==> src/sv/pidaw_pkg.sv <==
// pidaw_pkg: widths, register indexes, item codes and transfer structs for the pid step block
// no dependencies; used by every module of the block and by its checker
`default_nettype none

package pidaw_pkg;

  // time base of the elapsed-time input
  localparam int TICKS_PER_SECOND = 1000;
  localparam int TICKS_W = $clog2(TICKS_PER_SECOND + 1);

  // field widths
  localparam int ERR_W   = 16;
  localparam int RATE_W  = 32;
  localparam int MS_W    = 16;
  localparam int GAIN_W  = 16;
  localparam int CLAMP_W = 32;
  localparam int CMD_W   = 32;
  localparam int ACC_W   = 48;
  localparam int KIND_W  = 2;
  localparam int IFRAC   = 8;

  // serial multiplier: wide signed operand times narrow signed operand
  localparam int MUL_A_W = ACC_W;
  localparam int MUL_B_W = (TICKS_W + 1 > MS_W + 1) ? TICKS_W + 1 : MS_W + 1;
  localparam int MUL_P_W = MUL_A_W + MUL_B_W;

  // serial divider: unsigned magnitudes
  localparam int DIV_D_W  = (MS_W > TICKS_W) ? MS_W : TICKS_W;
  localparam int DIVN_INC = ERR_W - 1 + MS_W + IFRAC;
  localparam int DIVN_RTE = ERR_W + TICKS_W;
  localparam int DIV_N_W  = (DIVN_INC > DIVN_RTE) ? DIVN_INC : DIVN_RTE;

  // derived widths inside the datapath
  localparam int QS_W    = DIV_N_W + 1;
  localparam int DIFF_W  = ERR_W + 1;
  localparam int ACCS_W  = ACC_W + 1;
  localparam int ITERM_W = MUL_P_W - IFRAC;
  localparam int SUM_W   = ITERM_W + 1;

  // configuration port
  localparam int CFG_IDX_W  = 3;
  localparam int CFG_DATA_W = 32;

  localparam logic [CFG_IDX_W-1:0] REG_PROP_GAIN  = 3'd0;
  localparam logic [CFG_IDX_W-1:0] REG_INTEG_GAIN = 3'd1;
  localparam logic [CFG_IDX_W-1:0] REG_DERIV_GAIN = 3'd2;
  localparam logic [CFG_IDX_W-1:0] REG_ITERM_MIN  = 3'd3;
  localparam logic [CFG_IDX_W-1:0] REG_ITERM_MAX  = 3'd4;
  localparam logic [CFG_IDX_W-1:0] REG_WINDUP_ON  = 3'd5;
  localparam logic [CFG_IDX_W-1:0] REG_GAP_MS     = 3'd6;

  // reset values of the registers
  localparam logic signed [CLAMP_W-1:0] ITERM_MIN_RST = 32'sh8000_0000;
  localparam logic signed [CLAMP_W-1:0] ITERM_MAX_RST = 32'sh7FFF_FFFF;
  localparam logic [MS_W-1:0]           GAP_MS_RST    = 16'd100;

  // item kinds
  localparam logic [KIND_W-1:0] KIND_DERIVE   = 2'd0;
  localparam logic [KIND_W-1:0] KIND_SUPPLIED = 2'd1;
  localparam logic [KIND_W-1:0] KIND_CLEAR    = 2'd2;

  typedef struct packed {
    logic [KIND_W-1:0]        kind;
    logic signed [ERR_W-1:0]  error_in;
    logic signed [RATE_W-1:0] rate_in;
    logic [MS_W-1:0]          elapsed_ms;
    logic                     not_valid;
  } item_t;

  typedef struct packed {
    logic signed [CMD_W-1:0] command;
    logic                    computed;
  } result_t;

endpackage

`default_nettype wire

==> src/sv/pidaw_mul.sv <==
// pidaw_mul: bit-serial signed shift-add multiplier, one bit of the narrow operand per cycle
// depends on pidaw_pkg for operand widths
`default_nettype none

module pidaw_mul (
  input  logic                                  clk,
  input  logic                                  rst,
  input  logic                                  start,
  input  logic signed [pidaw_pkg::MUL_A_W-1:0]  a,
  input  logic signed [pidaw_pkg::MUL_B_W-1:0]  b,
  output logic                                  done,
  output logic signed [pidaw_pkg::MUL_P_W-1:0]  p
);

  localparam int HI_W  = pidaw_pkg::MUL_A_W + 2;
  localparam int CNT_W = $clog2(pidaw_pkg::MUL_B_W);
  localparam int FULL_W = HI_W + pidaw_pkg::MUL_B_W;
  localparam logic [CNT_W-1:0] LAST = CNT_W'(pidaw_pkg::MUL_B_W - 1);

  logic signed [pidaw_pkg::MUL_A_W-1:0] a_reg;
  logic signed [HI_W-1:0]               hi;
  logic signed [HI_W-1:0]               addend;
  logic signed [HI_W-1:0]               hi_sum;
  logic [pidaw_pkg::MUL_B_W-1:0]        lo;
  logic [CNT_W-1:0]                     cnt;
  logic                                 busy;
  logic [FULL_W-1:0]                    full;

  always_comb begin
    addend = lo[0] ? {{2{a_reg[pidaw_pkg::MUL_A_W-1]}}, a_reg} : '0;
    // top bit of the narrow operand carries negative weight
    if (cnt == LAST) begin
      hi_sum = hi - addend;
    end else begin
      hi_sum = hi + addend;
    end
  end

  always_ff @(posedge clk) begin
    if (rst) begin
      busy <= 1'b0;
      done <= 1'b0;
      cnt  <= '0;
    end else begin
      done <= 1'b0;
      if (start) begin
        a_reg <= a;
        hi    <= '0;
        lo    <= b;
        cnt   <= '0;
        busy  <= 1'b1;
      end else if (busy) begin
        hi  <= {hi_sum[HI_W-1], hi_sum[HI_W-1:1]};
        lo  <= {hi_sum[0], lo[pidaw_pkg::MUL_B_W-1:1]};
        cnt <= cnt + 1'b1;
        if (cnt == LAST) begin
          busy <= 1'b0;
          done <= 1'b1;
        end
      end
    end
  end

  assign full = {hi, lo};
  assign p    = full[pidaw_pkg::MUL_P_W-1:0];

endmodule

`default_nettype wire

==> src/sv/pidaw_div.sv <==
// pidaw_div: restoring unsigned divider, one quotient bit per cycle
// depends on pidaw_pkg for dividend and divisor widths
`default_nettype none

module pidaw_div (
  input  logic                           clk,
  input  logic                           rst,
  input  logic                           start,
  input  logic [pidaw_pkg::DIV_N_W-1:0]  dividend,
  input  logic [pidaw_pkg::DIV_D_W-1:0]  divisor,
  output logic                           done,
  output logic [pidaw_pkg::DIV_N_W-1:0]  quotient
);

  localparam int NW    = pidaw_pkg::DIV_N_W;
  localparam int DW    = pidaw_pkg::DIV_D_W;
  localparam int CNT_W = $clog2(NW);
  localparam logic [CNT_W-1:0] LAST = CNT_W'(NW - 1);

  logic [DW-1:0]    rem;
  logic [DW-1:0]    dvs;
  logic [NW-1:0]    qr;
  logic [DW:0]      rem_sh;
  logic [DW+1:0]    trial;
  logic             fits;
  logic [CNT_W-1:0] cnt;
  logic             busy;

  always_comb begin
    rem_sh = {rem, qr[NW-1]};
    trial  = {1'b0, rem_sh} - {2'b00, dvs};
    fits   = !trial[DW+1];
  end

  always_ff @(posedge clk) begin
    if (rst) begin
      busy <= 1'b0;
      done <= 1'b0;
      cnt  <= '0;
    end else begin
      done <= 1'b0;
      if (start) begin
        rem  <= '0;
        dvs  <= divisor;
        qr   <= dividend;
        cnt  <= '0;
        busy <= 1'b1;
      end else if (busy) begin
        rem <= fits ? trial[DW-1:0] : rem_sh[DW-1:0];
        qr  <= {qr[NW-2:0], fits};
        cnt <= cnt + 1'b1;
        if (cnt == LAST) begin
          busy <= 1'b0;
          done <= 1'b1;
        end
      end
    end
  end

  assign quotient = qr;

endmodule

`default_nettype wire

==> src/sv/pid_step_with_antiwindup.sv <==
// pid_step_with_antiwindup: fixed-point pid step with integral clamp, top level and sequencer
// depends on pidaw_pkg, pidaw_mul and pidaw_div
//
// usage
// - item channel (item_valid / item_stall / item): one error sample per transfer, with its
//   kind (derive rate, supplied rate, clear state), elapsed milliseconds and invalid flag
// - result channel (result_valid / result_stall / result): exactly one result per item,
//   command in Q16.16 saturated to 32 bits and a flag that says whether the step ran
// - cfg_we / cfg_index / cfg_data: register writes, taken at any edge with cfg_we high;
//   write only while no item is in flight
// - one item at a time: item_stall is high from the transfer until the result has moved
//   into the output register
// - time from item transfer to result valid is shortest for a forced-zero result or a clear,
//   longer for a full step without derived rate, and longest when the rate is
//   derived from the previous sample
// - the step time is set by the shared bit-serial multiplier (five products at most)
//   and the restoring divider (two quotients at most)
// - a result waiting in the output register does not block the next item: the next item is
//   taken and worked on, and only its final write waits while result_stall is high
// - reset (rst, synchronous) restores all registers to their reset values and clears the
//   controller history, integral and last rate; no result is pending after reset
`default_nettype none

module pid_step_with_antiwindup (
  input  logic                                 clk,
  input  logic                                 rst,
  // item channel
  input  logic                                 item_valid,
  output logic                                 item_stall,
  input  pidaw_pkg::item_t                     item,
  // result channel
  output logic                                 result_valid,
  input  logic                                 result_stall,
  output pidaw_pkg::result_t                   result,
  // configuration
  input  logic                                 cfg_we,
  input  logic [pidaw_pkg::CFG_IDX_W-1:0]      cfg_index,
  input  logic [pidaw_pkg::CFG_DATA_W-1:0]     cfg_data
);

  typedef enum logic [3:0] {
    S_IDLE,
    S_DECODE,
    S_RATE_MUL,
    S_RATE_DIV,
    S_INC_MUL,
    S_INC_DIV,
    S_ACC,
    S_P_MUL,
    S_I_MUL,
    S_I_ADD,
    S_D_MUL,
    S_FINISH
  } state_t;

  state_t state;
  logic   go;          // start pulse for the unit of the state just entered

  // configuration registers
  logic signed [pidaw_pkg::GAIN_W-1:0]  prop_gain;
  logic signed [pidaw_pkg::GAIN_W-1:0]  integ_gain;
  logic signed [pidaw_pkg::GAIN_W-1:0]  deriv_gain;
  logic signed [pidaw_pkg::CLAMP_W-1:0] integ_term_min;
  logic signed [pidaw_pkg::CLAMP_W-1:0] integ_term_max;
  logic                                 windup_limit_on;
  logic [pidaw_pkg::MS_W-1:0]           deriv_gap_ms;

  // controller state
  logic signed [pidaw_pkg::ERR_W-1:0]   prev_error;
  logic                                 prev_valid;
  logic signed [pidaw_pkg::ACC_W-1:0]   integ_accum;
  logic signed [pidaw_pkg::RATE_W-1:0]  last_rate;

  // working registers of one step
  pidaw_pkg::item_t                     lat;
  logic signed [pidaw_pkg::DIFF_W-1:0]  diff;
  logic signed [pidaw_pkg::RATE_W-1:0]  rate;
  logic                                 neg;
  logic signed [pidaw_pkg::QS_W-1:0]    inc;
  logic signed [pidaw_pkg::ITERM_W-1:0] iterm;
  logic signed [pidaw_pkg::SUM_W-1:0]   sum;
  logic                                 computed;

  // unit connections
  logic                                 mul_start;
  logic                                 mul_done;
  logic signed [pidaw_pkg::MUL_A_W-1:0] mul_a;
  logic signed [pidaw_pkg::MUL_B_W-1:0] mul_b;
  logic signed [pidaw_pkg::MUL_P_W-1:0] mul_p;
  logic [pidaw_pkg::MUL_P_W-1:0]        mul_abs;
  logic                                 div_start;
  logic                                 div_done;
  logic [pidaw_pkg::DIV_N_W-1:0]        div_n;
  logic [pidaw_pkg::DIV_D_W-1:0]        div_d;
  logic [pidaw_pkg::DIV_N_W-1:0]        div_q;

  // combinational helpers
  logic                                 gap;
  logic signed [pidaw_pkg::QS_W-1:0]    quot_s;
  logic [pidaw_pkg::QS_W-pidaw_pkg::RATE_W:0] rate_hi;
  logic signed [pidaw_pkg::RATE_W-1:0]  rate_sat;
  logic signed [pidaw_pkg::ACCS_W-1:0]  acc_sum;
  logic signed [pidaw_pkg::ACC_W-1:0]   acc_sat;
  logic signed [pidaw_pkg::ITERM_W-1:0] it_lo;
  logic signed [pidaw_pkg::ITERM_W-1:0] it_cl;
  logic signed [pidaw_pkg::ITERM_W-1:0] it_sel;
  logic [pidaw_pkg::SUM_W-pidaw_pkg::CMD_W:0] sum_hi;
  logic signed [pidaw_pkg::CMD_W-1:0]   cmd_sat;

  localparam logic signed [pidaw_pkg::RATE_W-1:0] RATE_MAX =
    {1'b0, {(pidaw_pkg::RATE_W-1){1'b1}}};
  localparam logic signed [pidaw_pkg::RATE_W-1:0] RATE_MIN =
    {1'b1, {(pidaw_pkg::RATE_W-1){1'b0}}};
  localparam logic signed [pidaw_pkg::ACC_W-1:0] ACC_MAX =
    {1'b0, {(pidaw_pkg::ACC_W-1){1'b1}}};
  localparam logic signed [pidaw_pkg::ACC_W-1:0] ACC_MIN =
    {1'b1, {(pidaw_pkg::ACC_W-1){1'b0}}};
  localparam logic signed [pidaw_pkg::CMD_W-1:0] CMD_MAX =
    {1'b0, {(pidaw_pkg::CMD_W-1){1'b1}}};
  localparam logic signed [pidaw_pkg::CMD_W-1:0] CMD_MIN =
    {1'b1, {(pidaw_pkg::CMD_W-1){1'b0}}};

  // shared serial units
  pidaw_mul u_mul (
    .clk   (clk),
    .rst   (rst),
    .start (mul_start),
    .a     (mul_a),
    .b     (mul_b),
    .done  (mul_done),
    .p     (mul_p)
  );

  pidaw_div u_div (
    .clk      (clk),
    .rst      (rst),
    .start    (div_start),
    .dividend (div_n),
    .divisor  (div_d),
    .done     (div_done),
    .quotient (div_q)
  );

  assign item_stall = (state != S_IDLE);

  assign mul_start = go && (state == S_RATE_MUL || state == S_INC_MUL || state == S_P_MUL ||
                            state == S_I_MUL || state == S_D_MUL);
  assign div_start = go && (state == S_RATE_DIV || state == S_INC_DIV);

  // magnitude of the last product, fed to the divider
  assign mul_abs = mul_p[pidaw_pkg::MUL_P_W-1] ? pidaw_pkg::MUL_P_W'(-mul_p)
                                                : pidaw_pkg::MUL_P_W'(mul_p);

  // operand selection per state
  always_comb begin
    mul_a = '0;
    mul_b = '0;
    div_n = '0;
    div_d = '0;
    case (state)
      S_RATE_MUL: begin
        // error difference times ticks per second
        mul_a = pidaw_pkg::MUL_A_W'(diff);
        mul_b = pidaw_pkg::MUL_B_W'(pidaw_pkg::TICKS_PER_SECOND);
      end
      S_RATE_DIV: begin
        div_n = pidaw_pkg::DIV_N_W'(mul_abs);
        div_d = pidaw_pkg::DIV_D_W'(lat.elapsed_ms);
      end
      S_INC_MUL: begin
        // error times elapsed ms, scaled up by 256 before the divide
        mul_a = pidaw_pkg::MUL_A_W'(lat.error_in);
        mul_b = pidaw_pkg::MUL_B_W'(lat.elapsed_ms);
      end
      S_INC_DIV: begin
        div_n = pidaw_pkg::DIV_N_W'(mul_abs << pidaw_pkg::IFRAC);
        div_d = pidaw_pkg::DIV_D_W'(pidaw_pkg::TICKS_PER_SECOND);
      end
      S_P_MUL: begin
        mul_a = pidaw_pkg::MUL_A_W'(lat.error_in);
        mul_b = pidaw_pkg::MUL_B_W'(prop_gain);
      end
      S_I_MUL: begin
        mul_a = pidaw_pkg::MUL_A_W'(integ_accum);
        mul_b = pidaw_pkg::MUL_B_W'(integ_gain);
      end
      S_D_MUL: begin
        mul_a = pidaw_pkg::MUL_A_W'(rate);
        mul_b = pidaw_pkg::MUL_B_W'(deriv_gain);
      end
      default: begin
        mul_a = '0;
      end
    endcase
  end

  // history is dropped when the gap exceeds the limit
  assign gap = (lat.elapsed_ms > deriv_gap_ms);

  // signed quotient, truncated toward zero
  assign quot_s = neg ? -$signed({1'b0, div_q}) : $signed({1'b0, div_q});

  // derived rate saturated to 32 bits
  always_comb begin
    rate_hi = quot_s[pidaw_pkg::QS_W-1:pidaw_pkg::RATE_W-1];
    if ((&rate_hi) || !(|rate_hi)) begin
      rate_sat = quot_s[pidaw_pkg::RATE_W-1:0];
    end else begin
      rate_sat = quot_s[pidaw_pkg::QS_W-1] ? RATE_MIN : RATE_MAX;
    end
  end

  // integral update with 48-bit saturation
  always_comb begin
    acc_sum = pidaw_pkg::ACCS_W'(integ_accum) + pidaw_pkg::ACCS_W'(inc);
    if (acc_sum[pidaw_pkg::ACCS_W-1] != acc_sum[pidaw_pkg::ACCS_W-2]) begin
      acc_sat = acc_sum[pidaw_pkg::ACCS_W-1] ? ACC_MIN : ACC_MAX;
    end else begin
      acc_sat = acc_sum[pidaw_pkg::ACC_W-1:0];
    end
  end

  // integral term clamp: raised to min first, then lowered to max, so max wins
  always_comb begin
    it_lo = (iterm < pidaw_pkg::ITERM_W'(integ_term_min)) ?
            pidaw_pkg::ITERM_W'(integ_term_min) : iterm;
    it_cl = (it_lo > pidaw_pkg::ITERM_W'(integ_term_max)) ?
            pidaw_pkg::ITERM_W'(integ_term_max) : it_lo;
    it_sel = windup_limit_on ? it_cl : iterm;
  end

  // command saturation to Q16.16
  always_comb begin
    sum_hi = sum[pidaw_pkg::SUM_W-1:pidaw_pkg::CMD_W-1];
    if ((&sum_hi) || !(|sum_hi)) begin
      cmd_sat = sum[pidaw_pkg::CMD_W-1:0];
    end else begin
      cmd_sat = sum[pidaw_pkg::SUM_W-1] ? CMD_MIN : CMD_MAX;
    end
  end

  // sequencer, registers and output register
  always_ff @(posedge clk) begin
    if (rst) begin
      state           <= S_IDLE;
      go              <= 1'b0;
      result_valid    <= 1'b0;
      prop_gain       <= '0;
      integ_gain      <= '0;
      deriv_gain      <= '0;
      integ_term_min  <= pidaw_pkg::ITERM_MIN_RST;
      integ_term_max  <= pidaw_pkg::ITERM_MAX_RST;
      windup_limit_on <= 1'b1;
      deriv_gap_ms    <= pidaw_pkg::GAP_MS_RST;
      prev_error      <= '0;
      prev_valid      <= 1'b0;
      integ_accum     <= '0;
      last_rate       <= '0;
    end else begin
      go <= 1'b0;

      if (result_valid && !result_stall) begin
        result_valid <= 1'b0;
      end

      // register writes
      if (cfg_we) begin
        case (cfg_index)
          pidaw_pkg::REG_PROP_GAIN:  prop_gain       <= cfg_data[pidaw_pkg::GAIN_W-1:0];
          pidaw_pkg::REG_INTEG_GAIN: integ_gain      <= cfg_data[pidaw_pkg::GAIN_W-1:0];
          pidaw_pkg::REG_DERIV_GAIN: deriv_gain      <= cfg_data[pidaw_pkg::GAIN_W-1:0];
          pidaw_pkg::REG_ITERM_MIN:  integ_term_min  <= cfg_data[pidaw_pkg::CLAMP_W-1:0];
          pidaw_pkg::REG_ITERM_MAX:  integ_term_max  <= cfg_data[pidaw_pkg::CLAMP_W-1:0];
          pidaw_pkg::REG_WINDUP_ON:  windup_limit_on <= cfg_data[0];
          pidaw_pkg::REG_GAP_MS:     deriv_gap_ms    <= cfg_data[pidaw_pkg::MS_W-1:0];
          default: begin
          end
        endcase
      end

      case (state)
        S_IDLE: begin
          if (item_valid) begin
            lat   <= item;
            state <= S_DECODE;
          end
        end

        S_DECODE: begin
          // default: forced-zero result
          sum      <= '0;
          computed <= 1'b0;
          state    <= S_FINISH;
          case (lat.kind)
            pidaw_pkg::KIND_DERIVE: begin
              if (lat.error_in != '0 && lat.elapsed_ms != '0 && !lat.not_valid) begin
                computed   <= 1'b1;
                diff       <= pidaw_pkg::DIFF_W'(lat.error_in) -
                              pidaw_pkg::DIFF_W'(prev_error);
                prev_error <= lat.error_in;
                prev_valid <= 1'b1;
                go         <= 1'b1;
                if (prev_valid && !gap) begin
                  state <= S_RATE_MUL;
                end else begin
                  // no usable history: keep the last rate unless the gap dropped it
                  rate      <= gap ? '0 : last_rate;
                  last_rate <= gap ? '0 : last_rate;
                  state     <= S_INC_MUL;
                end
              end
            end
            pidaw_pkg::KIND_SUPPLIED: begin
              if (!lat.not_valid) begin
                last_rate <= lat.rate_in;
              end
              if (lat.elapsed_ms != '0 && !lat.not_valid) begin
                computed <= 1'b1;
                rate     <= lat.rate_in;
                go       <= 1'b1;
                state    <= S_INC_MUL;
              end
            end
            pidaw_pkg::KIND_CLEAR: begin
              prev_error  <= '0;
              prev_valid  <= 1'b0;
              integ_accum <= '0;
              last_rate   <= '0;
            end
            default: begin
            end
          endcase
        end

        S_RATE_MUL: begin
          if (mul_done) begin
            neg   <= mul_p[pidaw_pkg::MUL_P_W-1];
            go    <= 1'b1;
            state <= S_RATE_DIV;
          end
        end

        S_RATE_DIV: begin
          if (div_done) begin
            rate      <= rate_sat;
            last_rate <= rate_sat;
            go        <= 1'b1;
            state     <= S_INC_MUL;
          end
        end

        S_INC_MUL: begin
          if (mul_done) begin
            neg   <= mul_p[pidaw_pkg::MUL_P_W-1];
            go    <= 1'b1;
            state <= S_INC_DIV;
          end
        end

        S_INC_DIV: begin
          if (div_done) begin
            inc   <= quot_s;
            state <= S_ACC;
          end
        end

        S_ACC: begin
          integ_accum <= acc_sat;
          go          <= 1'b1;
          state       <= S_P_MUL;
        end

        S_P_MUL: begin
          if (mul_done) begin
            sum   <= mul_p[pidaw_pkg::SUM_W-1:0];
            go    <= 1'b1;
            state <= S_I_MUL;
          end
        end

        S_I_MUL: begin
          if (mul_done) begin
            // floor of the product over 256
            iterm <= mul_p[pidaw_pkg::MUL_P_W-1:pidaw_pkg::IFRAC];
            state <= S_I_ADD;
          end
        end

        S_I_ADD: begin
          sum   <= sum + pidaw_pkg::SUM_W'(it_sel);
          go    <= 1'b1;
          state <= S_D_MUL;
        end

        S_D_MUL: begin
          if (mul_done) begin
            sum   <= sum + mul_p[pidaw_pkg::SUM_W-1:0];
            state <= S_FINISH;
          end
        end

        S_FINISH: begin
          // hold here while an earlier result still waits to be taken
          if (!result_valid || !result_stall) begin
            result.command  <= cmd_sat;
            result.computed <= computed;
            result_valid    <= 1'b1;
            state           <= S_IDLE;
          end
        end

        default: begin
          state <= S_IDLE;
        end
      endcase
    end
  end

endmodule

`default_nettype wire

==> config.mk <==
export PLATFORM = sky130hd
export DESIGN_NAME = pid_step_with_antiwindup
export DESIGN_NICKNAME = d
export VERILOG_FILES = /design/src/sv/pidaw_pkg.sv /design/src/sv/pidaw_mul.sv /design/src/sv/pidaw_div.sv /design/src/sv/pid_step_with_antiwindup.sv
export SDC_FILE = /design/constraint.sdc
export NUM_CORES = 2
export LEC_CHECK = 0
export BUFFER_PORTS_ARGS = -buffer_cell sky130_fd_sc_hd__buf_2
export CAP_MARGIN = 20
export CORE_ASPECT_RATIO = 0.75
export CORE_MARGIN = 2
export CORE_UTILIZATION = 60
export CTS_BUF_LIST = sky130_fd_sc_hd__clkbuf_16
export DETAILED_ROUTE_END_ITERATION = 8
export GPL_ROUTABILITY_DRIVEN = 0
export PLACE_DENSITY = 0.85
export SETUP_SLACK_MARGIN = 0.4
export SLEW_MARGIN = 20
export SYNTH_ARGS = -nofsm -noshare
export SYNTH_HDL_FRONTEND = slang
export SYNTH_SLANG_ARGS = --single-unit
export TNS_END_PERCENT = 30
==> constraint.sdc <==
create_clock -name clk -period 10.35 [get_ports clk]
set_input_delay 1.5525 -clock clk [delete_from_list [all_inputs] [get_ports clk]]
set_output_delay 1.5525 -clock clk [all_outputs]
set_load 0.02 [all_outputs]
# Word-level counts from Yosys, hierarchy flattened
# Index checks and enable logic that the tools add are counted.
# classes
bitwise_logic	3
n_lt_le_gt_ge	3
n_reduce_logical	70
n_mux	74
n_eq_ne	39
n_addsub	11
# op_table
op	count
$mux W32	10
$pmux W58 S4	1
$pmux W32 S2	3
$pmux W48 S4	1
$mux W57	3
$mux W50	3
$mux W48	3
$mux W39	3
$mux W58	2
$pmux W32 S3	1
$pmux W48 S2	1
$pmux W17 S5	1
$pmux W39 S2	1
$pmux W16 S2	2
$add A58 B57 Y58	1
$add A58 B58 Y58	1
$gt A57 B32 Y1	1
$lt A57 B32 Y1	1
$add A50 B50 Y50	1
$sub A50 B50 Y50	1
$add A48 B40 Y49	1
$mux W16	3
$pmux W4 S12	1
$mux W4	11
other kinds (52)	143
# totals
in_bits	107
word_cells	240
regBits	739
output_inout_bits	35

# Logic depth before layout (Yosys ltp)
# logic_depth
depth_word	8
ltp_mapped	39
depth_no_buf	36

# Modules after synthesis
# A second synthesis with hierarchy kept.
# unflattened
hier_cells	5805
area_unflattened_um2	51282.9
# by_module_without_submodules
module	area_each_um2	instances	seq_area_each_um2	cells_per_inst
pid_step_with_antiwindup	38245.4	1	13833.3	4523
pidaw_mul	9017.4	1	3563.4	974
pidaw_div	4020.1	1	2292.2	308

# Worst setup path after synthesis
# No wires, ideal clock.
# synth_timing
kind	register to register
from	reg integ_term_min[31] (netlist name)
to	reg sum[35] (netlist name) (data pin)
required_time_ps	10075
setup_slack_ps	1629
period_less_slack_ps	8721
path_buffers	5
t_arrival_ps	8446
setup_ps	275
path_stages_with_launch	38
path_cell_list	dfxtp_1 inv_1 ha_1 nand4_1 nor3_1 nor3b_1 a31oi_1 a21oi_1 mux2i_1 clkbuf_1 buf_1 nand2_1 o21ai_0 ha_1 a21o_1 a221o_1 a221oi_1 o21ai_0 (+2 left out) or3_1 clkbuf_1 clkbuf_1 buf_1 a21oi_1 mux2i_1 ha_1 a21oi_1 o21ai_0 a41o_1 and2_0 a311oi_1 o311ai_0 a21o_1 a21o_1 a31oi_1 xor2_1 o221ai_1
# synth_via
elab_chain_cells	7
# synth_lines
element	line	text
from (decl)	pid_step_with_antiwindup.sv:63	logic signed [pidaw_pkg::CLAMP_W-1:0] integ_term_min;
from (signal assigned)	pid_step_with_antiwindup.sv:251	integ_term_min <= pidaw_pkg::ITERM_MIN_RST;
from (signal assigned)	pid_step_with_antiwindup.sv:272	pidaw_pkg::REG_ITERM_MIN: integ_term_min <= cfg_data[pidaw_pkg::CLAMP_W-1:0];
$lt A57 B32 Y1	pid_step_with_antiwindup.sv:225	it_lo = (iterm < pidaw_pkg::ITERM_W'(integ_term_min)) ?
$mux W57 *	pid_step_with_antiwindup.sv:225	
$gt A57 B32 Y1	pid_step_with_antiwindup.sv:227	it_cl = (it_lo > pidaw_pkg::ITERM_W'(integ_term_max)) ?
$mux W57 *	pid_step_with_antiwindup.sv:227	
$mux W57 *	pid_step_with_antiwindup.sv:229	it_sel = windup_limit_on ? it_cl : iterm;
$add A58 B57 Y58 *	pid_step_with_antiwindup.sv:390	sum <= sum + pidaw_pkg::SUM_W'(it_sel);
$pmux W58 S4 *	pid_step_with_antiwindup.sv:281	case (state)
to (signal assigned)	pid_step_with_antiwindup.sv:375	sum <= mul_p[pidaw_pkg::SUM_W-1:0];
to (signal assigned)	pid_step_with_antiwindup.sv:390	
to (signal assigned)	pid_step_with_antiwindup.sv:397	sum <= sum + mul_p[pidaw_pkg::SUM_W-1:0];
to (decl)	pid_step_with_antiwindup.sv:81	logic signed [pidaw_pkg::SUM_W-1:0] sum;
# Every way passes the cells marked *; elsewhere a longest branch is shown, timed or not.
# A chain may end at the register's enable or synchronous reset.

# Worst setup path after layout
# layout_timing
from	reg iterm[23] (netlist name)
to	reg sum[57] (netlist name) (data pin)
# layout_via
elab_chain_cells	7
# layout_lines
element	line	text
from (decl)	pid_step_with_antiwindup.sv:80	logic signed [pidaw_pkg::ITERM_W-1:0] iterm;
from (signal assigned)	pid_step_with_antiwindup.sv:384	iterm <= mul_p[pidaw_pkg::MUL_P_W-1:pidaw_pkg::IFRAC];
$lt A57 B32 Y1	pid_step_with_antiwindup.sv:225	
$mux W57	pid_step_with_antiwindup.sv:225	
$gt A57 B32 Y1	pid_step_with_antiwindup.sv:227	
$mux W57	pid_step_with_antiwindup.sv:227	
$mux W57 *	pid_step_with_antiwindup.sv:229	
$add A58 B57 Y58 *	pid_step_with_antiwindup.sv:390	
$pmux W58 S4 *	pid_step_with_antiwindup.sv:281	
# Marks and branches as above.

==> flow_summary_export.csv <==
group,metric,value,unit
timing,setup_violations,0,
setup_path,path_buf_inv,3,
route,detail-route-antenna-nets,0,
timing,timing.final.crit_share,0.9341,
outcome,violations,"DRC",
clock_tree,clock_latency,670,ps
setup_path,critPathMaxStageDelay,570,ps
floorplan,die_w,337.0,microns
clock_tree,cts.path.max_buffers,3,
clock_tree,cts_made_buffers,76,
synthesis,synthArstFlopShare,0,
floorplan,start_util,0.6062,
synthesis,synth_top_family_by_area,"compound AO/OA/AOI/OAI gates",
outcome,run_status,"finished, violations left",
clock_tree,clk_pin_slew_worst_paths,70,ps
grt,grt_max_degree,83,
hold_path,hold_class,"flop to flop",
synthesis,yosysUniqueCellTypes,92,
synthesis,yosysSeqAreaShare,0.3945,
synthesis,synth-compound-area-share,0.2234,
power,peakVddDrop,0.2424,mV
grt,first_global_vias,42360,
clock_tree,post_cts_buffers,0,
placement,dp_hpwl,106300,microns
timing,tns,0,ps
clock_tree,postCtsHoldBufs,0,
floorplan,rows,91,
grt,track_usage,0.3373,
route,vias_per_cell,6.706,
floorplan,io_pins,142,
synthesis,netlist_instances,5657,
synthesis,synth_edf_count,491,
clock_tree,htreeDepth,3,
timing,relSlewSlack,0.2820,
grt,antenna_found_initial,3,
layout,syn_to_final_growth,8.544,%
power,p_leak,22.26,nW
route,wirelength,148500,microns
synthesis,synthAdderAreaFrac,0.1013,
setup_path,crit_family,"simple AND/OR/NAND/NOR gates",
synthesis,avgSynthCellArea,8.822,sq um
clock_tree,cts-resized-gates,0,
timing,max_slew.worst_pin.slew,1077,ps
timing,worst_clock_skew,57.57,ps
route,vias,45820,
layout,largest_reg_flops,67,
timing,finalMaxSlewViolations,0,
power,p_per_area,161.5,nW/um^2
floorplan,die_h,253.8,microns
layout,layout_commonest_cell,"nand2_1",
setup_path,cp-end-kind,"flop",
synthesis,synthFlopType,"edfxtp_1",
route,dr.pass1.iters,9,
grt,globalRoute.totalOverflow,0,
timing,min_period,9668,ps
synthesis,synthMuxAreaShare,0.01627,
grt,grt_first_pass_wirelength,230300,microns
synthesis,yosysWarnings,0,
clock_tree,cts_tree,"done",
setup_path,crit_fanout,38,
power,finalPower,8.751,mW
route,drc_errors,12,
timing,timing.fmax,0.1034,GHz
timing,finalHoldViolCount,0,
layout,final_cell_mix,"847 x nand2_1, 524 x a21oi_1, 491 x edfxtp_1",
flow_run,maxCapViolCount,0,
synthesis,synth_xor_xnor_area_share,0.05318,
synthesis,synthesis.nets,6163,
route,wl_per_cell,21.74,microns
clock_tree,cts.sink_count,738,
layout,nNetsFinal,6158,
layout,largest_register,"lat",
layout,drive_gt1_frac,0.07612,
setup_path,required,10710,ps
placement,port_buffers,141,
setup_path,arrival,10030,ps
floorplan,core-area,82320,sq um
setup_path,path_class,"flop to flop",
route,drt_iter0_drc,6985,
setup_path,cp_slowest_cell,"or4_1",
layout,reg.largest.list,"lat (67), sum (58), iterm (57)",
setup_path,critPathLaunchType,"flop",
synthesis,synth_area,49910,sq um
clock_tree,cts_root_buf,"clkbuf_16",
synthesis,synth-simple-area-share,0.1643,
floorplan,dieArea,85520,sq um
timing,grt_setup_unrepaired,"false",
synthesis,synth-seq-cells,738,
-- layout make-up --
class                   instances  area, sq um
fillers                      6293        28150
repair buffers                204         1189
multi-input cells            4304        28130
clock buffers                  78         1952
flip-flops and latches        738        19690
inverters                     328         1231
clock inverters                63        581.8
diodes                          2        5.005
well taps                    1116         1396
-- power breakdown --
part | switching [mW] | leakage, nW | internal [mW] | total, mW
clock network | 1.27 | 1.27 | 1.57 | 2.83
registers | 0.209 | 6.48 | 3.39 | 3.60
logic | 1.49 | 14.5 | 0.830 | 2.32
total | 2.96 | 22.3 | 5.79 | 8.75
-- per-stage QoR --
stage	std cells	instance area [sq um]	hold slack [ps]	worst slack [ps]	utilization
6_report	6833	54170	455.7	682.1	0.6580
5_1_grt	6831	54170	473.6	388.1	0.6580
4_1_cts	6831	54080	455.0	482.5	0.6569
3_5_place_dp	6690	51540	445.9	605.3	0.6261
3_3_place_gp	6689	51530	441.2	747.6	0.6260
2_1_floorplan	5657	49910	400.3	1629	-
-- metal layers --
layer	GRT usage	vias up	share of wire
met5	0	-	0.0014
met1	0.4635	21440	0.40
met2	0.5078	3051	0.43
met4	0.1532	6	0.051
met3	0.07577	563	0.12
li1	-	20770	-
-- Yosys cell counts, types with 125 or more instances --
cell type / n / area share
nand3_1: 125 / 0.013
dfxtp_1: 247 / 0.099
a21o_1: 164 / 0.025
nor2_1: 351 / 0.026
xnor2_1: 144 / 0.025
clkbuf_1: 255 / 0.019
edfxtp_1: 491 / 0.30
nand2_1: 847 / 0.064
inv_1: 325 / 0.024
xor2_1: 159 / 0.028
o21ai_0: 346 / 0.035
ha_1: 393 / 0.099
a21oi_1: 528 / 0.053
-- kinds of logic after synthesis --
family / after synthesis
compound gates: 1723
buf+inv: 615
fa+ha+maj: 401
mux: 77
xor+xnor: 303
simple gates: 1800
flops: 738
-- tightest hold or removal path: stages, from the launching register on --
cell and delay, ps:
dfxtp_1 310, nand2_1 50, a21oi_1 50
-- path summary, 6_finish.rpt --
path	start	to	slack (ps)	cells past startpoint
hold / removal	integ_term_min[8]$_SDFFE_PP0P_	integ_term_min[8]$_SDFFE_PP0P_	460	2
setup reg to reg	iterm[23]$_DFFE_PP_	sum[57]$_DFFE_PP_	680	35
setup / recovery	iterm[23]$_DFFE_PP_	sum[57]$_DFFE_PP_	680	35
hold reg to reg	integ_term_min[8]$_SDFFE_PP0P_	integ_term_min[8]$_SDFFE_PP0P_	460	2
Power figures use the tool's default switching activity.
